$ cat config.mk
export PLATFORM = sky130hd
export DESIGN_NAME = quoted_key_value_line_scanner_core_flat
export DESIGN_NICKNAME = d
export VERILOG_FILES = /design/src/rtl/qkvls_pkg.sv /design/src/rtl/qkvls_if.sv /design/src/rtl/quoted_key_value_line_scanner_core.sv /design/src/flat_wrapper.sv
export SDC_FILE = /design/constraint.sdc
export NUM_CORES = 1
export LEC_CHECK = 0
export BUFFER_PORTS_ARGS = -buffer_cell sky130_fd_sc_hd__buf_4
export CORE_MARGIN = 5
export CORE_UTILIZATION = 40
export CTS_BUF_LIST = sky130_fd_sc_hd__clkbuf_16
export CTS_CLUSTER_SIZE = 20
export DETAILED_ROUTE_END_ITERATION = 16
export MAX_ROUTING_LAYER = met4
export PLACE_DENSITY_LB_ADDON = 0.05
export SLEW_MARGIN = 0
export SYNTH_ARGS = -nofsm -noshare
export SYNTH_HDL_FRONTEND = slang
export SYNTH_SLANG_ARGS = --single-unit
$ cat constraint.sdc
create_clock -name clk -period 4.25 [get_ports clk]
set_input_delay 0.6375 -clock clk [delete_from_list [all_inputs] [get_ports clk]]
set_output_delay 0.6375 -clock clk [all_outputs]
set_load 0.01 [all_outputs]
$ cat src/rtl/qkvls_pkg.sv
// shared codes, limits and byte class functions for the key/value line scanner
package qkvls_pkg;

  localparam int NameLimitDefault  = 32;
  localparam int ValueLimitDefault = 64;

  localparam int CountWidth = 7;

  // result kinds
  localparam logic [2:0] KIND_NAME_BYTE  = 3'd0;
  localparam logic [2:0] KIND_NAME_END   = 3'd1;
  localparam logic [2:0] KIND_VALUE_BYTE = 3'd2;
  localparam logic [2:0] KIND_LINE_DONE  = 3'd3;
  localparam logic [2:0] KIND_STREAM_END = 3'd4;
  localparam logic [2:0] KIND_ERROR      = 3'd5;

  // error causes
  localparam logic [1:0] CAUSE_UNEXPECTED = 2'd0;
  localparam logic [1:0] CAUSE_NAME_LONG  = 2'd1;
  localparam logic [1:0] CAUSE_VALUE_LONG = 2'd2;
  localparam logic [1:0] CAUSE_EARLY_END  = 2'd3;

  localparam logic [7:0] CHAR_EQUALS     = 8'h3D;
  localparam logic [7:0] CHAR_UNDERSCORE = 8'h5F;
  localparam logic [7:0] CHAR_DASH       = 8'h2D;
  localparam logic [7:0] CHAR_QUOTE      = 8'h27;
  localparam logic [7:0] CHAR_BACKSLASH  = 8'h5C;

  function automatic logic is_blank(input logic [7:0] b);
    is_blank = (b == 8'h20) || (b >= 8'h09 && b <= 8'h0D);
  endfunction

  function automatic logic is_letter(input logic [7:0] b);
    is_letter = (b >= 8'h41 && b <= 8'h5A) || (b >= 8'h61 && b <= 8'h7A);
  endfunction

  function automatic logic is_digit(input logic [7:0] b);
    is_digit = (b >= 8'h30 && b <= 8'h39);
  endfunction

  function automatic logic starts_name(input logic [7:0] b);
    starts_name = is_letter(b) || (b == CHAR_UNDERSCORE);
  endfunction

  function automatic logic continues_name(input logic [7:0] b);
    continues_name = is_letter(b) || is_digit(b) || (b == CHAR_UNDERSCORE) ||
                     (b == CHAR_DASH);
  endfunction

endpackage

$ cat src/rtl/qkvls_if.sv
// request channels of the key/value line scanner: bytes in, tokens out
interface qkvls_byte_if;
  logic       valid;
  logic       ready;
  logic [7:0] byte_in;
  logic       end_of_input;

  modport source (output valid, output byte_in, output end_of_input, input ready);
  modport sink   (input valid, input byte_in, input end_of_input, output ready);
endinterface

interface qkvls_token_if;
  logic       valid;
  logic       ready;
  logic [2:0] kind;
  logic [7:0] char_out;
  logic [1:0] error_cause;

  modport source (output valid, output kind, output char_out, output error_cause,
                  input ready);
  modport sink   (input valid, input kind, input char_out, input error_cause,
                  output ready);
endinterface

$ cat src/rtl/quoted_key_value_line_scanner_core.sv
// Scanner for lines of the form name = 'value', one byte or end mark per request.
// The block takes one request every clock cycle. A request is held in an input
// register and then decoded against the current phase in one step of short
// logic; a token, where the request makes one, is then written to the output
// register. Requests that make no token (blanks, the '=', the opening quote, a
// backslash) still pass through the input register. Only a stalled output
// slows the input: it stops when the input register holds a request and the
// output register holds a token that is not yet taken. After a stream end or an
// error token the block takes further requests and drops them until reset.
module quoted_key_value_line_scanner_core #(
  parameter int NAME_LIMIT  = qkvls_pkg::NameLimitDefault,
  parameter int VALUE_LIMIT = qkvls_pkg::ValueLimitDefault
) (
  input  logic                 clk,
  input  logic                 rst,
  qkvls_byte_if.sink           byte_stream,
  qkvls_token_if.source        tokens
);

  localparam int Cw = qkvls_pkg::CountWidth;
  localparam logic [Cw-1:0] NameMax  = Cw'(NAME_LIMIT);
  localparam logic [Cw-1:0] ValueMax = Cw'(VALUE_LIMIT);

  localparam logic [2:0] PH_IDLE       = 3'd0;
  localparam logic [2:0] PH_NAME       = 3'd1;
  localparam logic [2:0] PH_AFTER_NAME = 3'd2;
  localparam logic [2:0] PH_AFTER_EQ   = 3'd3;
  localparam logic [2:0] PH_VALUE      = 3'd4;
  localparam logic [2:0] PH_ESCAPE     = 3'd5;
  localparam logic [2:0] PH_ENDED      = 3'd6;
  localparam logic [2:0] PH_ERROR      = 3'd7;

  logic          stage_valid;
  logic [7:0]    stage_byte;
  logic          stage_end;

  logic [2:0]    phase, phase_next;
  logic [Cw-1:0] field_count, field_count_next;

  logic          out_valid;
  logic [2:0]    out_kind;
  logic [7:0]    out_char;
  logic [1:0]    out_cause;

  logic          res;
  logic [2:0]    res_kind;
  logic [7:0]    res_char;
  logic [1:0]    res_cause;

  logic          out_free;
  logic          process;
  logic          take_in;

  assign out_free = !out_valid || tokens.ready;
  assign process  = stage_valid && out_free;
  assign byte_stream.ready = !stage_valid || process;
  assign take_in  = byte_stream.valid && byte_stream.ready;

  assign tokens.valid       = out_valid;
  assign tokens.kind        = out_kind;
  assign tokens.char_out    = out_char;
  assign tokens.error_cause = out_cause;

  always_comb begin
    phase_next       = phase;
    field_count_next = field_count;
    res              = 1'b0;
    res_kind         = qkvls_pkg::KIND_ERROR;
    res_char         = 8'd0;
    res_cause        = qkvls_pkg::CAUSE_UNEXPECTED;
    if (phase == PH_ENDED || phase == PH_ERROR) begin
      res = 1'b0;
    end else if (stage_end) begin
      res = 1'b1;
      if (phase == PH_IDLE) begin
        phase_next = PH_ENDED;
        res_kind   = qkvls_pkg::KIND_STREAM_END;
      end else begin
        phase_next = PH_ERROR;
        res_cause  = qkvls_pkg::CAUSE_EARLY_END;
      end
    end else begin
      case (phase)
        PH_IDLE: begin
          if (qkvls_pkg::starts_name(stage_byte)) begin
            field_count_next = Cw'(1);
            phase_next       = PH_NAME;
            res              = 1'b1;
            res_kind         = qkvls_pkg::KIND_NAME_BYTE;
            res_char         = stage_byte;
          end else if (!qkvls_pkg::is_blank(stage_byte)) begin
            phase_next = PH_ERROR;
            res        = 1'b1;
          end
        end
        PH_NAME: begin
          res = 1'b1;
          if (qkvls_pkg::continues_name(stage_byte)) begin
            if (field_count >= NameMax) begin
              phase_next = PH_ERROR;
              res_cause  = qkvls_pkg::CAUSE_NAME_LONG;
            end else begin
              field_count_next = field_count + Cw'(1);
              res_kind         = qkvls_pkg::KIND_NAME_BYTE;
              res_char         = stage_byte;
            end
          end else if (qkvls_pkg::is_blank(stage_byte)) begin
            phase_next = PH_AFTER_NAME;
            res_kind   = qkvls_pkg::KIND_NAME_END;
          end else if (stage_byte == qkvls_pkg::CHAR_EQUALS) begin
            phase_next = PH_AFTER_EQ;
            res_kind   = qkvls_pkg::KIND_NAME_END;
          end else begin
            phase_next = PH_ERROR;
          end
        end
        PH_AFTER_NAME: begin
          if (stage_byte == qkvls_pkg::CHAR_EQUALS) begin
            phase_next = PH_AFTER_EQ;
          end else if (!qkvls_pkg::is_blank(stage_byte)) begin
            phase_next = PH_ERROR;
            res        = 1'b1;
          end
        end
        PH_AFTER_EQ: begin
          if (stage_byte == qkvls_pkg::CHAR_QUOTE) begin
            field_count_next = '0;
            phase_next       = PH_VALUE;
          end else if (!qkvls_pkg::is_blank(stage_byte)) begin
            phase_next = PH_ERROR;
            res        = 1'b1;
          end
        end
        PH_VALUE: begin
          if (stage_byte == qkvls_pkg::CHAR_QUOTE) begin
            field_count_next = '0;
            phase_next       = PH_IDLE;
            res              = 1'b1;
            res_kind         = qkvls_pkg::KIND_LINE_DONE;
          end else if (field_count >= ValueMax) begin
            phase_next = PH_ERROR;
            res        = 1'b1;
            res_cause  = qkvls_pkg::CAUSE_VALUE_LONG;
          end else if (stage_byte == qkvls_pkg::CHAR_BACKSLASH) begin
            phase_next = PH_ESCAPE;
          end else begin
            field_count_next = field_count + Cw'(1);
            res              = 1'b1;
            res_kind         = qkvls_pkg::KIND_VALUE_BYTE;
            res_char         = stage_byte;
          end
        end
        PH_ESCAPE: begin
          // escaped byte is always kept
          field_count_next = field_count + Cw'(1);
          phase_next       = PH_VALUE;
          res              = 1'b1;
          res_kind         = qkvls_pkg::KIND_VALUE_BYTE;
          res_char         = stage_byte;
        end
        default: begin
          res = 1'b0;
        end
      endcase
    end
  end

  always_ff @(posedge clk) begin
    if (rst) begin
      stage_valid <= 1'b0;
      phase       <= PH_IDLE;
      field_count <= '0;
      out_valid   <= 1'b0;
    end else begin
      if (take_in) begin
        stage_valid <= 1'b1;
      end else if (process) begin
        stage_valid <= 1'b0;
      end
      if (process) begin
        phase       <= phase_next;
        field_count <= field_count_next;
      end
      if (process && res) begin
        out_valid <= 1'b1;
      end else if (tokens.ready) begin
        out_valid <= 1'b0;
      end
    end
  end

  always_ff @(posedge clk) begin
    if (take_in) begin
      stage_byte <= byte_stream.byte_in;
      stage_end  <= byte_stream.end_of_input;
    end
    if (process && res) begin
      out_kind  <= res_kind;
      out_char  <= res_char;
      out_cause <= res_cause;
    end
  end

endmodule

$ cat src/flat_wrapper.sv
// flat-port wrapper written by rule: the top's interface ports become plain ports
module quoted_key_value_line_scanner_core_flat 
#(
  parameter int NAME_LIMIT  = qkvls_pkg::NameLimitDefault,
  parameter int VALUE_LIMIT = qkvls_pkg::ValueLimitDefault
)
  (clk, rst, byte_stream_valid, byte_stream_byte_in, byte_stream_end_of_input, byte_stream_ready, tokens_valid, tokens_kind, tokens_char_out, tokens_error_cause, tokens_ready);
  qkvls_byte_if byte_stream_i ();
  qkvls_token_if tokens_i ();
  input  logic clk;
  input  logic rst;
  input wire logic [$bits(byte_stream_i.valid)-1:0] byte_stream_valid;
  input wire logic [$bits(byte_stream_i.byte_in)-1:0] byte_stream_byte_in;
  input wire logic [$bits(byte_stream_i.end_of_input)-1:0] byte_stream_end_of_input;
  output wire logic [$bits(byte_stream_i.ready)-1:0] byte_stream_ready;
  output wire logic [$bits(tokens_i.valid)-1:0] tokens_valid;
  output wire logic [$bits(tokens_i.kind)-1:0] tokens_kind;
  output wire logic [$bits(tokens_i.char_out)-1:0] tokens_char_out;
  output wire logic [$bits(tokens_i.error_cause)-1:0] tokens_error_cause;
  input wire logic [$bits(tokens_i.ready)-1:0] tokens_ready;
  assign byte_stream_i.valid = byte_stream_valid;
  assign byte_stream_i.byte_in = byte_stream_byte_in;
  assign byte_stream_i.end_of_input = byte_stream_end_of_input;
  assign byte_stream_ready = byte_stream_i.ready;
  assign tokens_valid = tokens_i.valid;
  assign tokens_kind = tokens_i.kind;
  assign tokens_char_out = tokens_i.char_out;
  assign tokens_error_cause = tokens_i.error_cause;
  assign tokens_i.ready = tokens_ready;
  quoted_key_value_line_scanner_core #(.NAME_LIMIT(NAME_LIMIT), .VALUE_LIMIT(VALUE_LIMIT)) u_core (.clk(clk), .rst(rst), .byte_stream(byte_stream_i), .tokens(tokens_i));
endmodule
==> run_results.csv <==
group,metric,value,unit
logic_synthesis,synth_edf_count,22,
logic_synthesis,netlist_area,2030,µm²
finish,utilization,0.481,
sta,slew_violations,0,
finish,fin_nets,263,
global_routing,grt_pass1_vias,1691,
clock_tree,cts_buffers,5,
clock_tree,clock_path_buffers,2,
floorplan,core,5010,µm²
setup_path,crit_type,"reg2reg",
placed_design,port_buffers,27,
floorplan,start_util,0.406,
logic_synthesis,synthesis.nets,239,
setup_path,r2r-start,"u_core.phase[1]$_SDFFE_PP0P_",
setup_path,slowest_stage,"or3b_2",
setup_path,critPathMaxFanout,16,
logic_synthesis,async_flop_share,0,
pwr,p_leak,0.000885,µW
sta,period_needed,3130,ps
logic_synthesis,yosysWarnings,0,
floorplan,ios,28,
finish,n_antenna_cell,0,
setup_path,cp_cell_sequence,"ha_1, or3b_2, or4_4, a21oi_4, o211ai_2, or4_1, a21oi_1",
logic_synthesis,ys.flop_type,"edfxtp_1",
sta,setup_viol,0,
sta,worstMarginPinSlew,1130,ps
routing,avgViaCountPerCell,5.71,
global_routing,antenna_found_initial,0,
setup_path,ff2ff_path_depth,7,
floorplan,dieArea,6610,µm²
global_routing,grt_usage,0.164,
routing,final_antenna_net_count,0,
routing,via_count,1804,
floorplan,fp.dieW,81.3,µm
sta,relSlewSlack,0.246,
routing,route.detailed.drc,0,
sta,hold_viol,0,
clock_tree,cts_setup_buffers,0,
logic_synthesis,ys_seq_area_frac,0.443,
finish,synthToLayoutAreaGrowth,18.6,%
routing,drtIter0Drc,176,
logic_synthesis,synth_cell_types,54,
clock_tree,cts_tree,"yes",
global_routing,grt_max_degree,17,
pwr,peakVddDrop,171,µV
routing,drt_wl_total,4.69,mm
global_routing,grt_pass1_wl,8.28,mm
sta,fin_skew,5.37,ps
min_path,hold_class,"reg2reg",
setup_path,crit_arrival,3330,ps
finish,multi_input_area,1040,µm²
clock_tree,cts.sinks,34,
logic_synthesis,yosys_register_bits,34,
sta,clock.fmax,319,MHz
setup_path,start_kind,"flop",
setup_path,critPathLaunch,"u_core.phase[1]$_SDFFE_PP0P_",
setup_path,crit_path_end_kind,"flop",
finish,drive_gt1_frac,0.163,
routing,routedWlPerCell,14.8,µm
clock_tree,cts_root_buf,"clkbuf_16",
clock_tree,cts_resized,0,
finish,fillers,502,
sta,fin_setup_tns,0,ps
sta,fin_crit_sh,0.737,
logic_synthesis,synthCells,221,
setup_path,slowest_delay,550,ps
placed_design,gp_routability_congestion,0.886,
pwr,power_density,361,nW/µm²
sta,rsz0062_at_grt,"no",
setup_path,crit_path_end,"u_core.field_count[5]$_SDFFE_PP0P_",
floorplan,fp.dieH,81.3,µm
clock_tree,htreeDepth,2,
min_path,worstHoldPathCells,2,
finish,seqCellArea,901,µm²
global_routing,gr-total-overflow,0,
routing,first_pass_iters,4,
clock_tree,clk_latency,280,ps
floorplan,num_rows,26,
placed_design,hpwlAfterDp,3.41,mm
clock_tree,hold_buffers,0,
setup_path,r2r_slack,1120,ps
setup_path,r2r-end,"u_core.field_count[5]$_SDFFE_PP0P_",
setup_path,worstPathRequired,4450,ps
clock_tree,clk_pin_slew_worst_paths,50,ps
logic_synthesis,post_synth.cell_area_avg,9.20,µm²
flow_run,cap_violations,0,
status,status,"finished clean",
[power by group]
group	internal (µW)	leakage, µW	switching, µW
Sequential	374	0.000312	25.0
Combinational	57.5	0.000498	81.2
Clock	210	0.0000738	122
Total	641	0.000885	228
[sequential cells by signal, summed over array words and instances, names as in the netlist, 2 cells and up]
signal and count:
u_core.field_count 7, u_core.tokens.char_out 8, u_core.tokens.kind 3, u_core.tokens.error_cause 2, u_core.phase 3, u_core.stage_byte 8
[critical path: cells and delay by family (launching register included)]
| family | cells | cell delay, ps |
|---|---|---|
| flops | 1 | 460 |
| simple gates | 3 | 1640 |
| compound gates | 3 | 590 |
| fa+ha+maj | 1 | 350 |
[per-layer routing]
| metal | vias up | GRT usage | share of wire |
|---|---|---|---|
| li1 | 892 | - | - |
| met1 | 830 | 0.226 | 0.47 |
| met2 | 72 | 0.237 | 0.43 |
| met3 | 10 | 0.0410 | 0.074 |
| met4 | 0 | 0.0507 | 0.021 |
| met5 | - | - | 0 |
[worst min path at each step]
| stage | from | endpoint | slack [ps] |
|---|---|---|---|
| after floorplan | u_core.field_count[5]$_SDFFE_PP0P_ | u_core.field_count[5]$_SDFFE_PP0P_ | 470 |
| after global placement | u_core.field_count[3]$_SDFFE_PP0P_ | u_core.field_count[3]$_SDFFE_PP0P_ | 490 |
| after detailed placement | u_core.field_count[4]$_SDFFE_PP0P_ | u_core.field_count[4]$_SDFFE_PP0P_ | 490 |
| after CTS | u_core.field_count[4]$_SDFFE_PP0P_ | u_core.field_count[4]$_SDFFE_PP0P_ | 500 |
| after global routing | u_core.field_count[3]$_SDFFE_PP0P_ | u_core.field_count[3]$_SDFFE_PP0P_ | 520 |
| final | u_core.field_count[4]$_SDFFE_PP0P_ | u_core.field_count[4]$_SDFFE_PP0P_ | 500 |
[kinds of logic (layout without fill, tap and decap cells)]
family / after synthesis / after routing / synth area share
and+or+nand+nor: 92 / 92 / 0.245
adders and majority gates: 5 / 5 / 0.0308
muxes: 2 / 2 / 0.00985
DFF: 34 / 34 / 0.443
buffers and inverters: 21 / 46 / 0.0461
AOI/OAI and AO/OA: 67 / 67 / 0.225
[stage by stage]
step           setup WS [ps]  hold slack [ps]  std cells  power (µW)  cell area [µm²]
4_1_cts                 1140              496        316         873             2410
5_1_grt                  893              519        316         912             2410
3_3_place_gp            1190              494        308         545             2270
3_5_place_dp            1160              490        308         542             2270
6_report                1120              500        316         870             2410
2_1_floorplan           1310              465        221         495             2030
[cell usage in the layout, fill, tap and decap left out, types with 6 or more instances in the layout]
cell type | synthesis | final
nor2_1 | 24 | 24
edfxtp_1 | 22 | 22
a21oi_1 | 19 | 19
buf_4 | 0 | 28
nor3_1 | 6 | 6
a31oi_1 | 6 | 6
and2_1 | 9 | 9
a311oi_1 | 6 | 6
nand3_1 | 8 | 8
dfxtp_1 | 12 | 12
or3_1 | 6 | 6
inv_1 | 9 | 11
o21ai_0 | 10 | 10
nand2_1 | 15 | 15
[cell usage after synthesis, drive strengths merged, types with 8 or more instances]
cell,instances,area (µm²)
nor2,24,90.1
edfxtp,22,661
a21oi,20,111
nand2,15,56.3
dfxtp,12,240
o21ai,10,50.1
and2,9,56.3
clkbuf,9,33.8
inv,9,33.8
nand3,8,40.0
[cell type report]
cell class,instances,area share
clock inverter,3,0.00467
inverter,10,0.0156
multi-input combinational,166,0.431
sequential,34,0.374
timing repair buffer,28,0.0872
tap,70,0.0363
clock buffer,5,0.0519
No activity file was read; power rests on OpenSTA's default activity.
